`src/hdl/gyrsl_pkg.sv`:
```
`timescale 1ns / 1ps
// Shared types and constants for the gated yaw-rate slew limiter.
package gyrsl_pkg;

  localparam int TimeW   = 63;
  localparam int ConfW   = 10;
  localparam int ErrW    = 16;
  localparam int AgeW    = 40;
  localparam int GainW   = 21;
  localparam int LimW    = 31;
  localparam int RateW   = 32;
  localparam int ProdW   = ErrW + GainW;
  localparam int CfgIdxW = 3;
  localparam int CfgDatW = 40;
  localparam int InDatW  = 160;
  localparam int OutDatW = 112;

  typedef enum logic [CfgIdxW-1:0] {
    REG_MIN_CONF = 3'd0,
    REG_MAX_AGE  = 3'd1,
    REG_GAIN     = 3'd2,
    REG_MAX_RATE = 3'd3,
    REG_MAX_SLEW = 3'd4
  } reg_idx_t;

  typedef struct packed {
    logic [ConfW-1:0]        min_conf;
    logic [AgeW-1:0]         max_age;
    logic signed [GainW-1:0] gain;
    logic [LimW-1:0]         max_rate;
    logic [LimW-1:0]         max_slew;
  } cfg_t;

  // One classified match waiting for the rate stage.
  typedef struct packed {
    logic [TimeW-1:0]        now;
    logic signed [RateW-1:0] target;
    logic [ConfW-1:0]        conf;
    logic                    ok;
  } cmd_t;

endpackage

```
`src/hdl/gyrsl_front.sv`:
```
`timescale 1ns / 1ps
// Front end: gate checks, gain multiply and rate clamp.
module gyrsl_front (
  input  logic                       clk,
  input  logic                       rst,
  input  gyrsl_pkg::cfg_t            cfg,
  input  logic                       in_valid,
  output logic                       in_ready,
  input  logic [gyrsl_pkg::InDatW-1:0] in_data,
  output logic                       push,
  input  logic                       q_full,
  output gyrsl_pkg::cmd_t            push_cmd
);
  import gyrsl_pkg::*;

  logic [TimeW-1:0]        now_in, mt_in;
  logic [ConfW-1:0]        conf_in;
  logic [ErrW-1:0]         err_in;
  logic                    flags_ok;
  logic [TimeW:0]          age;
  logic                    age_ok;
  logic                    gate_ok;
  logic signed [ProdW-1:0] err_x, gain_x, prod_in;

  logic                    s1_valid;
  logic [TimeW-1:0]        s1_now;
  logic [ConfW-1:0]        s1_conf;
  logic                    s1_ok;
  logic signed [ProdW-1:0] s1_prod;

  logic signed [ProdW:0]   prod_x, lim_pos, lim_neg;
  logic signed [ProdW:0]   target_x;

  assign now_in   = in_data[62:0];
  assign mt_in    = in_data[125:63];
  assign flags_ok = &in_data[131:126];
  assign conf_in  = in_data[141:132];
  assign err_in   = in_data[157:142];

  // Borrow out of the subtract marks a match from the future.
  assign age     = {1'b0, now_in} - {1'b0, mt_in};
  assign age_ok  = !age[TimeW] && (age[TimeW-1:0] <= {{(TimeW-AgeW){1'b0}}, cfg.max_age});
  assign gate_ok = flags_ok && (conf_in >= cfg.min_conf) && age_ok;

  assign err_x   = {{GainW{err_in[ErrW-1]}}, err_in};
  assign gain_x  = {{ErrW{cfg.gain[GainW-1]}}, cfg.gain};
  assign prod_in = err_x * gain_x;

  assign push     = s1_valid && !q_full;
  assign in_ready = !s1_valid || !q_full;

  always_ff @(posedge clk) begin
    if (rst) begin
      s1_valid <= 1'b0;
    end else if (in_ready) begin
      s1_valid <= in_valid;
    end
  end

  always_ff @(posedge clk) begin
    if (in_valid && in_ready) begin
      s1_now  <= now_in;
      s1_conf <= conf_in;
      s1_ok   <= gate_ok;
      s1_prod <= prod_in;
    end
  end

  // Symmetric clamp to the rate limit.
  assign prod_x  = {s1_prod[ProdW-1], s1_prod};
  assign lim_pos = {{(ProdW+1-LimW){1'b0}}, cfg.max_rate};
  assign lim_neg = -lim_pos;

  always_comb begin
    priority if (prod_x > lim_pos) begin
      target_x = lim_pos;
    end else if (prod_x < lim_neg) begin
      target_x = lim_neg;
    end else begin
      target_x = prod_x;
    end
  end

  assign push_cmd.now    = s1_now;
  assign push_cmd.target = target_x[RateW-1:0];
  assign push_cmd.conf   = s1_conf;
  assign push_cmd.ok     = s1_ok;

endmodule

```
`src/hdl/gyrsl_queue.sv`:
```
`timescale 1ns / 1ps
// Two-entry queue between the front end and the rate stage.
module gyrsl_queue (
  input  logic            clk,
  input  logic            rst,
  input  logic            push,
  input  gyrsl_pkg::cmd_t push_cmd,
  output logic            full,
  input  logic            pop,
  output logic            head_valid,
  output gyrsl_pkg::cmd_t head_cmd
);
  import gyrsl_pkg::*;

  cmd_t       entries [2];
  logic       wr_ptr, rd_ptr;
  logic [1:0] count;

  assign full       = (count == 2'd2);
  assign head_valid = (count != 2'd0);
  assign head_cmd   = entries[rd_ptr];

  always_ff @(posedge clk) begin
    if (push) begin
      entries[wr_ptr] <= push_cmd;
    end
  end

  always_ff @(posedge clk) begin
    if (rst) begin
      wr_ptr <= 1'b0;
      rd_ptr <= 1'b0;
      count  <= 2'd0;
    end else begin
      if (push) begin
        wr_ptr <= ~wr_ptr;
      end
      if (pop) begin
        rd_ptr <= ~rd_ptr;
      end
      unique case ({push, pop})
        2'b10:   count <= count + 2'd1;
        2'b01:   count <= count - 2'd1;
        default: count <= count;
      endcase
    end
  end

endmodule

```
`src/hdl/gyrsl_back.sv`:
```
`timescale 1ns / 1ps
// Back end: slew limit against the last rate and the output register.
module gyrsl_back (
  input  logic                          clk,
  input  logic                          rst,
  input  logic [gyrsl_pkg::LimW-1:0]    max_slew,
  input  logic                          head_valid,
  input  gyrsl_pkg::cmd_t               head_cmd,
  output logic                          pop,
  output logic                          out_valid,
  input  logic                          out_ready,
  output logic [gyrsl_pkg::OutDatW-1:0] out_data
);
  import gyrsl_pkg::*;

  logic signed [RateW-1:0] last_rate, last_rate_next;
  logic signed [RateW:0]   delta, lim_pos, lim_neg, step;

  logic [TimeW-1:0]        o_stamp;
  logic [RateW-1:0]        o_rate;
  logic [ConfW-1:0]        o_conf;
  logic                    o_valid_cmd;

  assign pop = head_valid && (!out_valid || out_ready);

  assign delta   = {head_cmd.target[RateW-1], head_cmd.target} - {last_rate[RateW-1], last_rate};
  assign lim_pos = {{(RateW+1-LimW){1'b0}}, max_slew};
  assign lim_neg = -lim_pos;

  always_comb begin
    priority if (delta > lim_pos) begin
      step = lim_pos;
    end else if (delta < lim_neg) begin
      step = lim_neg;
    end else begin
      step = delta;
    end
  end

  // Gate failure drops the rate back to zero.
  assign last_rate_next = head_cmd.ok ? last_rate + step[RateW-1:0] : '0;

  always_ff @(posedge clk) begin
    if (rst) begin
      last_rate <= '0;
      out_valid <= 1'b0;
    end else begin
      if (pop) begin
        last_rate <= last_rate_next;
      end
      if (pop) begin
        out_valid <= 1'b1;
      end else if (out_ready) begin
        out_valid <= 1'b0;
      end
    end
  end

  always_ff @(posedge clk) begin
    if (pop) begin
      o_stamp     <= head_cmd.now;
      o_rate      <= last_rate_next;
      o_conf      <= head_cmd.ok ? head_cmd.conf : '0;
      o_valid_cmd <= head_cmd.ok;
    end
  end

  assign out_data = {6'b0, o_valid_cmd, o_conf, o_rate, o_stamp};

endmodule

```
`src/hdl/gated_yaw_rate_slew_limiter.sv`:
```
`timescale 1ns / 1ps
// Top level of the gated yaw-rate slew limiter.
//
//  channel  | direction | transfer when            | carries
//  s_*      | in        | s_tvalid & s_tready      | route match and health snapshot
//  m_*      | out       | m_tvalid & m_tready      | yaw-rate command
//  cfg_*    | in        | cfg_valid & cfg_ready    | register index and value
//
// One match per cycle while neither side stalls; a command passes the front register, the queue
// and the output register before it is presented. The slew stage forms the next last_rate
// combinationally and registers it on each pop, so its loop does not slow the stream.
// Reset loads register defaults and clears last_rate. Either side may stall; the
// two-entry queue absorbs it.
module gated_yaw_rate_slew_limiter (
  input  logic                              clk,
  input  logic                              rst,
  input  logic                              s_tvalid,
  output logic                              s_tready,
  // now_time[62:0], match_time[125:63], health_ready[126], cam_healthy[127],
  // link_ok[128], nav_ok[129], match_valid[130], floats_finite[131],
  // confidence[141:132], direction_error[157:142], zero[159:158]
  input  logic [gyrsl_pkg::InDatW-1:0]      s_tdata,
  output logic                              m_tvalid,
  input  logic                              m_tready,
  // stamp[62:0], yaw_rate[94:63], out_confidence[104:95], cmd_valid[105],
  // zero[111:106]
  output logic [gyrsl_pkg::OutDatW-1:0]     m_tdata,
  input  logic                              cfg_valid,
  output logic                              cfg_ready,
  input  logic [gyrsl_pkg::CfgIdxW-1:0]     cfg_index,
  input  logic [gyrsl_pkg::CfgDatW-1:0]     cfg_data
);
  import gyrsl_pkg::*;

  cfg_t cfg;
  logic push, q_full, pop, head_valid;
  cmd_t push_cmd, head_cmd;

  assign cfg_ready = 1'b1;

  always_ff @(posedge clk) begin
    if (rst) begin
      cfg.min_conf <= ConfW'(500);
      cfg.max_age  <= AgeW'(200000000);
      cfg.gain     <= GainW'(1000);
      cfg.max_rate <= LimW'(1000000);
      cfg.max_slew <= LimW'(50000);
    end else if (cfg_valid) begin
      unique case (cfg_index)
        REG_MIN_CONF: cfg.min_conf <= cfg_data[ConfW-1:0];
        REG_MAX_AGE:  cfg.max_age  <= cfg_data[AgeW-1:0];
        REG_GAIN:     cfg.gain     <= cfg_data[GainW-1:0];
        REG_MAX_RATE: cfg.max_rate <= cfg_data[LimW-1:0];
        REG_MAX_SLEW: cfg.max_slew <= cfg_data[LimW-1:0];
        default:      cfg          <= cfg;
      endcase
    end
  end

  gyrsl_front u_front (
    .clk      (clk),
    .rst      (rst),
    .cfg      (cfg),
    .in_valid (s_tvalid),
    .in_ready (s_tready),
    .in_data  (s_tdata),
    .push     (push),
    .q_full   (q_full),
    .push_cmd (push_cmd)
  );

  gyrsl_queue u_queue (
    .clk        (clk),
    .rst        (rst),
    .push       (push),
    .push_cmd   (push_cmd),
    .full       (q_full),
    .pop        (pop),
    .head_valid (head_valid),
    .head_cmd   (head_cmd)
  );

  gyrsl_back u_back (
    .clk        (clk),
    .rst        (rst),
    .max_slew   (cfg.max_slew),
    .head_valid (head_valid),
    .head_cmd   (head_cmd),
    .pop        (pop),
    .out_valid  (m_tvalid),
    .out_ready  (m_tready),
    .out_data   (m_tdata)
  );

endmodule

```
`config.mk`:
```
export PLATFORM = sky130hd
export DESIGN_NAME = gated_yaw_rate_slew_limiter
export DESIGN_NICKNAME = d
export VERILOG_FILES = /design/src/hdl/gyrsl_pkg.sv /design/src/hdl/gyrsl_front.sv /design/src/hdl/gyrsl_queue.sv /design/src/hdl/gyrsl_back.sv /design/src/hdl/gated_yaw_rate_slew_limiter.sv
export SDC_FILE = /design/constraint.sdc
export NUM_CORES = 2
export LEC_CHECK = 0
export ABC_AREA = 1
export BUFFER_PORTS_ARGS = -buffer_cell sky130_fd_sc_hd__buf_2
export CAP_MARGIN = 20
export CELL_PAD_IN_SITES_DETAIL_PLACEMENT = 0
export CELL_PAD_IN_SITES_GLOBAL_PLACEMENT = 1
export CORE_ASPECT_RATIO = 1.75
export CORE_UTILIZATION = 38
export CTS_BUF_LIST = sky130_fd_sc_hd__clkbuf_8
export CTS_CLUSTER_SIZE = 30
export DETAILED_ROUTE_END_ITERATION = 7
export HOLD_SLACK_MARGIN = 0.08
export PLACE_DENSITY_LB_ADDON = 0.1
export SETUP_SLACK_MARGIN = 0.02
export SYNTH_ARGS = -nofsm -noshare
export SYNTH_HDL_FRONTEND = slang
export SYNTH_SLANG_ARGS = --single-unit
```
`constraint.sdc`:
```
create_clock -name clk -period 9.7 [get_ports clk]
set_clock_uncertainty 0.2 [all_clocks]
set_input_delay 1.455 -clock clk [delete_from_list [all_inputs] [get_ports clk]]
set_output_delay 1.455 -clock clk [all_outputs]
set_load 0.03 [all_outputs]
```
### Word level (Yosys, flattened, before mapping)

Memories as Yosys holds them, arrays and structs flattened. A register that Yosys moved wholly into a read port is not among the register bits.
Cells that the tools add are included.

| word-level totals | value |
|---|---|
| memories | 1 |
| word-level logic and storage cells | 77 |
| output and inout port bits | 115 |
| input port bits | 208 |
| RAM bits | 212 |
| register bits | 388 |

| cells by class | value |
|---|---|
| $add $sub $neg | 7 |
| bitwise gates (word level) | 2 |
| muxes and demuxes | 12 |
| reduce and logical (&&, ||, !) cells | 22 |
| multipliers | 1 |
| equal/unequal tests | 7 |
| order comparisons | 6 |

Memories:

| memory | depth | width | rd ports | clocked after Yosys merged registers in | wr ports | RTL line | RTL |
|---|---|---|---|---|---|---|---|
| u_queue.entries | 2 | 106 | 1 | 1 | 1 | gyrsl_queue.sv:15 | `cmd_t entries [2];` |

Operators by type and width:

| cell | count |
|---|---|
| two-way mux 32 bit | 5 |
| subtractor 63 x 63 -> 64 bit | 1 |
| less-or-equal comparator 63 x 40 -> 1 bit | 1 |
| less-than comparator 37 x 38 -> 1 bit | 1 |
| negator 31 -> 38 bit | 1 |
| greater-than comparator 37 x 32 -> 1 bit | 1 |
| multiplier 16 x 21 -> 37 bit | 1 |
| greater-than comparator 33 x 32 -> 1 bit | 1 |
| less-than comparator 33 bit | 1 |
| negator 31 -> 33 bit | 1 |
| subtractor 32 x 32 -> 33 bit | 1 |
| adder 32 bit | 1 |
| greater-or-equal comparator 10 bit | 1 |
| AND reduction 2 bit | 5 |
| == test 3 x 2 -> 1 bit, second input constant | 2 |
| logical AND 1 bit | 6 |
| two-way mux 1 bit | 6 |
| AND reduction 6 bit | 1 |
| nonzero test 2 bit | 3 |
| == test 2 bit, second input constant | 2 |
| zero test 1 bit | 4 |
| case mux 2 bit (2 select lines) | 1 |
| == test 3 x 1 -> 1 bit, second input constant | 1 |
| == test 3 bit, second input constant | 1 |
| 6 further kinds | 8 |

### Logic depth before layout (Yosys ltp)

| logic depth | value |
|---|---|
| depth after elaboration | 6 |
| gate-level depth with buffers | 57 |
| mapped depth without buffers | 53 |

### Modules after synthesis

Synthesis repeated with hierarchy kept, for this count alone.

| unflattened totals | value |
|---|---|
| cell total of the unflattened synthesis | 6228 |
| area total of the unflattened synthesis | 50652.3 um^2 |

By module, submodules not included:

| module | seq. area each (um^2) | cells each | area each (um^2) | instances |
|---|---|---|---|---|
| gyrsl_front | 3353.2 | 3738 | 26530.4 | 1 |
| gyrsl_back | 3843.7 | 1384 | 10872.9 | 1 |
| gyrsl_queue | 6466.2 | 363 | 8032.7 | 1 |
| gated_yaw_rate_slew_limiter | 2662.6 | 743 | 5216.3 | 1 |

### Least setup slack after synthesis

Ideal clock, no wire load.

| path | value |
|---|---|
| path type | reg2reg |
| start | register (tool-made name) |
| end | register u_back.last_rate[25] |
| path slack | 2.155 ns |
| required time | 9.218 ns |
| cell stages (with the launch flop) | 51 |
| data arrival time | 7.062 ns |
| setup time | 0.282 ns |
| period minus slack after synthesis | 7.545 ns |
| path buffers | 5 |
| path through | dfxtp_1 clkbuf_1 clkbuf_1 clkbuf_1 mux2_2 ha_1 nand2_1 o21ai_1 a31oi_1 o21ai_0 a21oi_1 o21ai_0 a31oi_1 xnor2_1 ha_1 nand2_1 nor2_1 and2_1 (+15 left out) nand2_1 a22oi_1 ha_1 a21oi_1 nand2_1 a21oi_1 o21ai_0 a21oi_1 inv_1 nand2_1 nand2_1 a21oi_1 o21bai_1 nand2_1 nand2_1 or2_2 nand3_1 a21oi_1 |

RTL lines:

| item | RTL line | RTL |
|---|---|---|
| end signal, assigned | gyrsl_back.sv:49 | `last_rate <= last_rate_next;` |
| end, declared | gyrsl_back.sv:16 | `logic signed [RateW-1:0] last_rate, last_rate_next;` |

==> qor.csv <==
stage,metric,value,unit
outcome,status,finished clean,
clocking,clk_path_buf_depth,3,
critical_path,worst_setup_path_start_kind,flop,
drt,finalWirelength,157000,um
clocking,cts_inserted_buffers,94,
clocking,cts_tree,done,
timing,relSlewSlack,23.5,%
logic_synthesis,seq_area_frac_synth,34.8,%
place,place.gp.congestion,0.936,
pwr,power,17.8,mW
timing,finalHoldViolCount,0,
drt,dr_wl_met2,85600,um
logic_synthesis,synth_edf_count,429,
timing,tns,0,ns
pwr,static-leakage-power,24.4,nW
timing,setup_viol,0,
logic_synthesis,synthFlopType,edfxtp_1,
final_layout,fillers,12558,
drt,num_vias,36640,
timing,rsz0062_at_grt,false,
logic_synthesis,yosys_warnings,0,
place,hpwl,128000,um
drt,met3_length,6360,um
logic_synthesis,synth.distinct_cells,66,
die,dieArea,0.125,sq mm
grt,grt_max_degree,75,
timing,tightest_slew,1.14,ns
die,fp.dieW,267,um
pwr,vdd_ir_drop_max,0.000215,V
pwr,p_per_area,341,mW/mm^2
drt,drc,0,
drt,final_antenna_net_count,0,
logic_synthesis,async_flop_share,0,%
drt,first_pass_iters,7,
die,fp.coreArea,0.123,sq mm
logic_synthesis,synth-seq-cells,601,
critical_path,worst_ep_arrival_time,9.09,ns
grt,grt_pass1_vias,38345,
critical_path,cpMostUsedCell,nand2_1,
drt,wl_met1,58000,um
grt,grt_remaining_overflow,0,
final_layout,multiInputGateArea,0.0263,sq mm
final_layout,area.sequential,0.0163,sq mm
critical_path,critical_path_class,flop to flop,
die,initial_core_util,38.3,%
clocking,path_clk_slew,0.06,ns
drt,vias_per_cell,5.04,
drt,wl_per_cell,21.6,um
logic_synthesis,syn_avg_cell_area,8.92,sq um
logic_synthesis,synth_cells,5256,
critical_path,critPathCaptureType,flop,
timing,fin_crit,8.76,ns
drt,top_layer_used,met5,
die,core.rowCount,170,
critical_path,cp_max_fo,27,
clocking,root_buffer,clkbuf_8,
final_layout,area_growth,11.1,%
place,dp.cells,7087,
timing,period_share,90.4,%
place,portBuffers,313,
timing,slew_violations,0,
clocking,cts_hold_buf,0,
critical_path,worst_path_max_delay_cell,o21ai_0,
grt,grtUsageTotal,25.3,%
grt,grt_antenna_before_repair,17,
critical_path,slowest_delay,0.42,ns
clocking,clk_latency,0.82,ns
final_layout,finalNonFillerCells,7266,
clocking,cts.sinks,601,
clocking,post_cts_buffers,0,
clocking,cts_resized,0,
die,die_y,467,um
clocking,cts_max_level,3,
critical_path,worst_ep_required_time,10.03,ns
final_layout,drive_gt1_share,12.1,%
final_layout,finalNetCount,6502,
timing,max_freq,114,MHz
grt,grt_pass1_wl,233000,um
worst_hold_path,hold_class,flop to flop,
logic_synthesis,syn-cell-area,0.0469,sq mm
drt,drt_iter0_markers,1836,
run,max-cap-violations,0,
die,ios,323,
[final timing paths]
path | from | endpoint | slack [ns] | cells past startpoint
worst max-delay path | flop | u_back.o_rate[25] | 0.94 | 48
worst min-delay path | u_front.s1_conf[6] | u_queue.entries[1][7] | 0.24 | 0
worst min register to register | u_front.s1_conf[6] | u_queue.entries[1][7] | 0.24 | 0
worst max register to register | flop | u_back.o_rate[25] | 0.94 | 48
[sequential cells by signal, indices dropped and copies added (netlist names), named ones only]
register            cells
u_front.s1_ok           1
u_front.s1_conf        10
u_back.last_rate       32
u_back.out_valid        1
u_back.o_valid_cmd      1
u_back.o_stamp         63
cfg                   133
u_queue.entries       212
u_front.s1_prod        37
u_back.o_conf          10
u_queue.count           2
u_queue.rd_ptr          1
u_front.s1_valid        1
u_front.s1_now         63
u_back.o_rate          32
u_queue.wr_ptr          1
[layer usage]
| layer | up-vias | track usage, % |
|---|---|---|
| li1 | 17767 | - |
| met1 | 17776 | 26.8 |
| met2 | 822 | 49.2 |
| met3 | 259 | 3.18 |
| met4 | 16 | 10.7 |
| met5 | - | 0 |
[cells by family (layout without fill, tap and decap cells)]
logic type,count (synthesis),in the layout,share of synthesized area [%]
mux,104,104,2.50
compound gates,957,957,11.3
xor+xnor,169,169,3.17
simple gates,1553,1553,13.7
flops,601,601,34.8
fa+ha+maj,743,743,25.2
buf+inv,1127,1491,9.27
other cells,2,14,0.0160
[final cells by class]
| class | count | area share, % |
|---|---|---|
| diodes | 7 | 0.0336 |
| clock buffers | 97 | 2.56 |
| clock inverters | 73 | 0.966 |
| inverters | 955 | 6.90 |
| multi-input cells | 3533 | 50.4 |
| flip-flops and latches | 601 | 31.4 |
| well taps | 1634 | 3.93 |
| repair buffers | 366 | 3.82 |
[cells in the final DEF (no fill, tap or decap), types with 6 or more instances in the layout]
master / n
mux2_2: 103
nor2_2: 6
a21o_1: 19
inv_1: 973
o21a_1: 23
nor4_1: 20
conb_1: 7
buf_4: 50
nor2_1: 303
nand3_2: 6
nand4_1: 47
xnor2_1: 46
xor2_1: 122
o21ai_1: 13
a31oi_1: 33
a211oi_1: 8
and3_1: 6
edfxtp_1: 429
o21bai_1: 11
buf_2: 314
nand2_1: 970
or2_2: 25
clkinv_1: 15
nor2_4: 8
diode_2: 7
nand3_1: 104
nor3_1: 36
clkbuf_8: 98
fa_1: 335
bufinv_16: 6
nand2_2: 8
ha_1: 408
clkinv_2: 18
o21ai_0: 314
o211ai_1: 63
a21oi_1: 429
dfxtp_1: 171
[report_power, final]
group          switching, mW  leakage (nW)  internal, mW  total [mW]
clock network           1.09          1.04          1.10        2.19
logic                   7.63          17.9          3.97        11.6
registers              0.302          5.45          3.69        3.99
[cell usage after synthesis, types with 25 or more instances]
cell      count  share of area [%]
nor2_1      305                2.4
xnor2_1      46               0.86
nand2_1     970                7.8
o21ai_0     314                3.4
nor3_1       37               0.40
a21oi_1     430                4.6
a31oi_1      33               0.44
or2_2        25               0.33
o211ai_1     63                1.0
mux2_2      103                2.5
nand3_1     105                1.1
edfxtp_1    429                 27
ha_1        408                 11
inv_1       950                7.6
dfxtp_1     172                7.3
fa_1        335                 14
xor2_1      122                2.3
clkbuf_1    146                1.2
nand4_1      47               0.63
[worst max-delay path: cells and delay by family, from the launching register on]
kind            cells  cell delay [ns]
xor+xnor            1             0.15
buf+inv             6             1.02
mux                 1             0.39
simple gates       24             2.50
fa+ha+maj           3             1.03
compound gates     13             2.73
flops               1             0.40
[per-stage QoR]
stage / worst slack (ns) / utilization, % / hold WS [ns] / area, sq um
6_report: 0.936 / 42.5 / 0.242 / 52100
5_1_grt: 0.112 / 42.5 / 0.249 / 52100
4_1_cts: 0.898 / 42.5 / 0.243 / 52000
3_5_place_dp: 0.956 / 41.0 / 0.229 / 50200
3_3_place_gp: 0.987 / 40.9 / 0.222 / 50200
2_1_floorplan: 2.16 / - / 0.221 / 46900
Note: power is estimated with default switching activity, not from simulation.
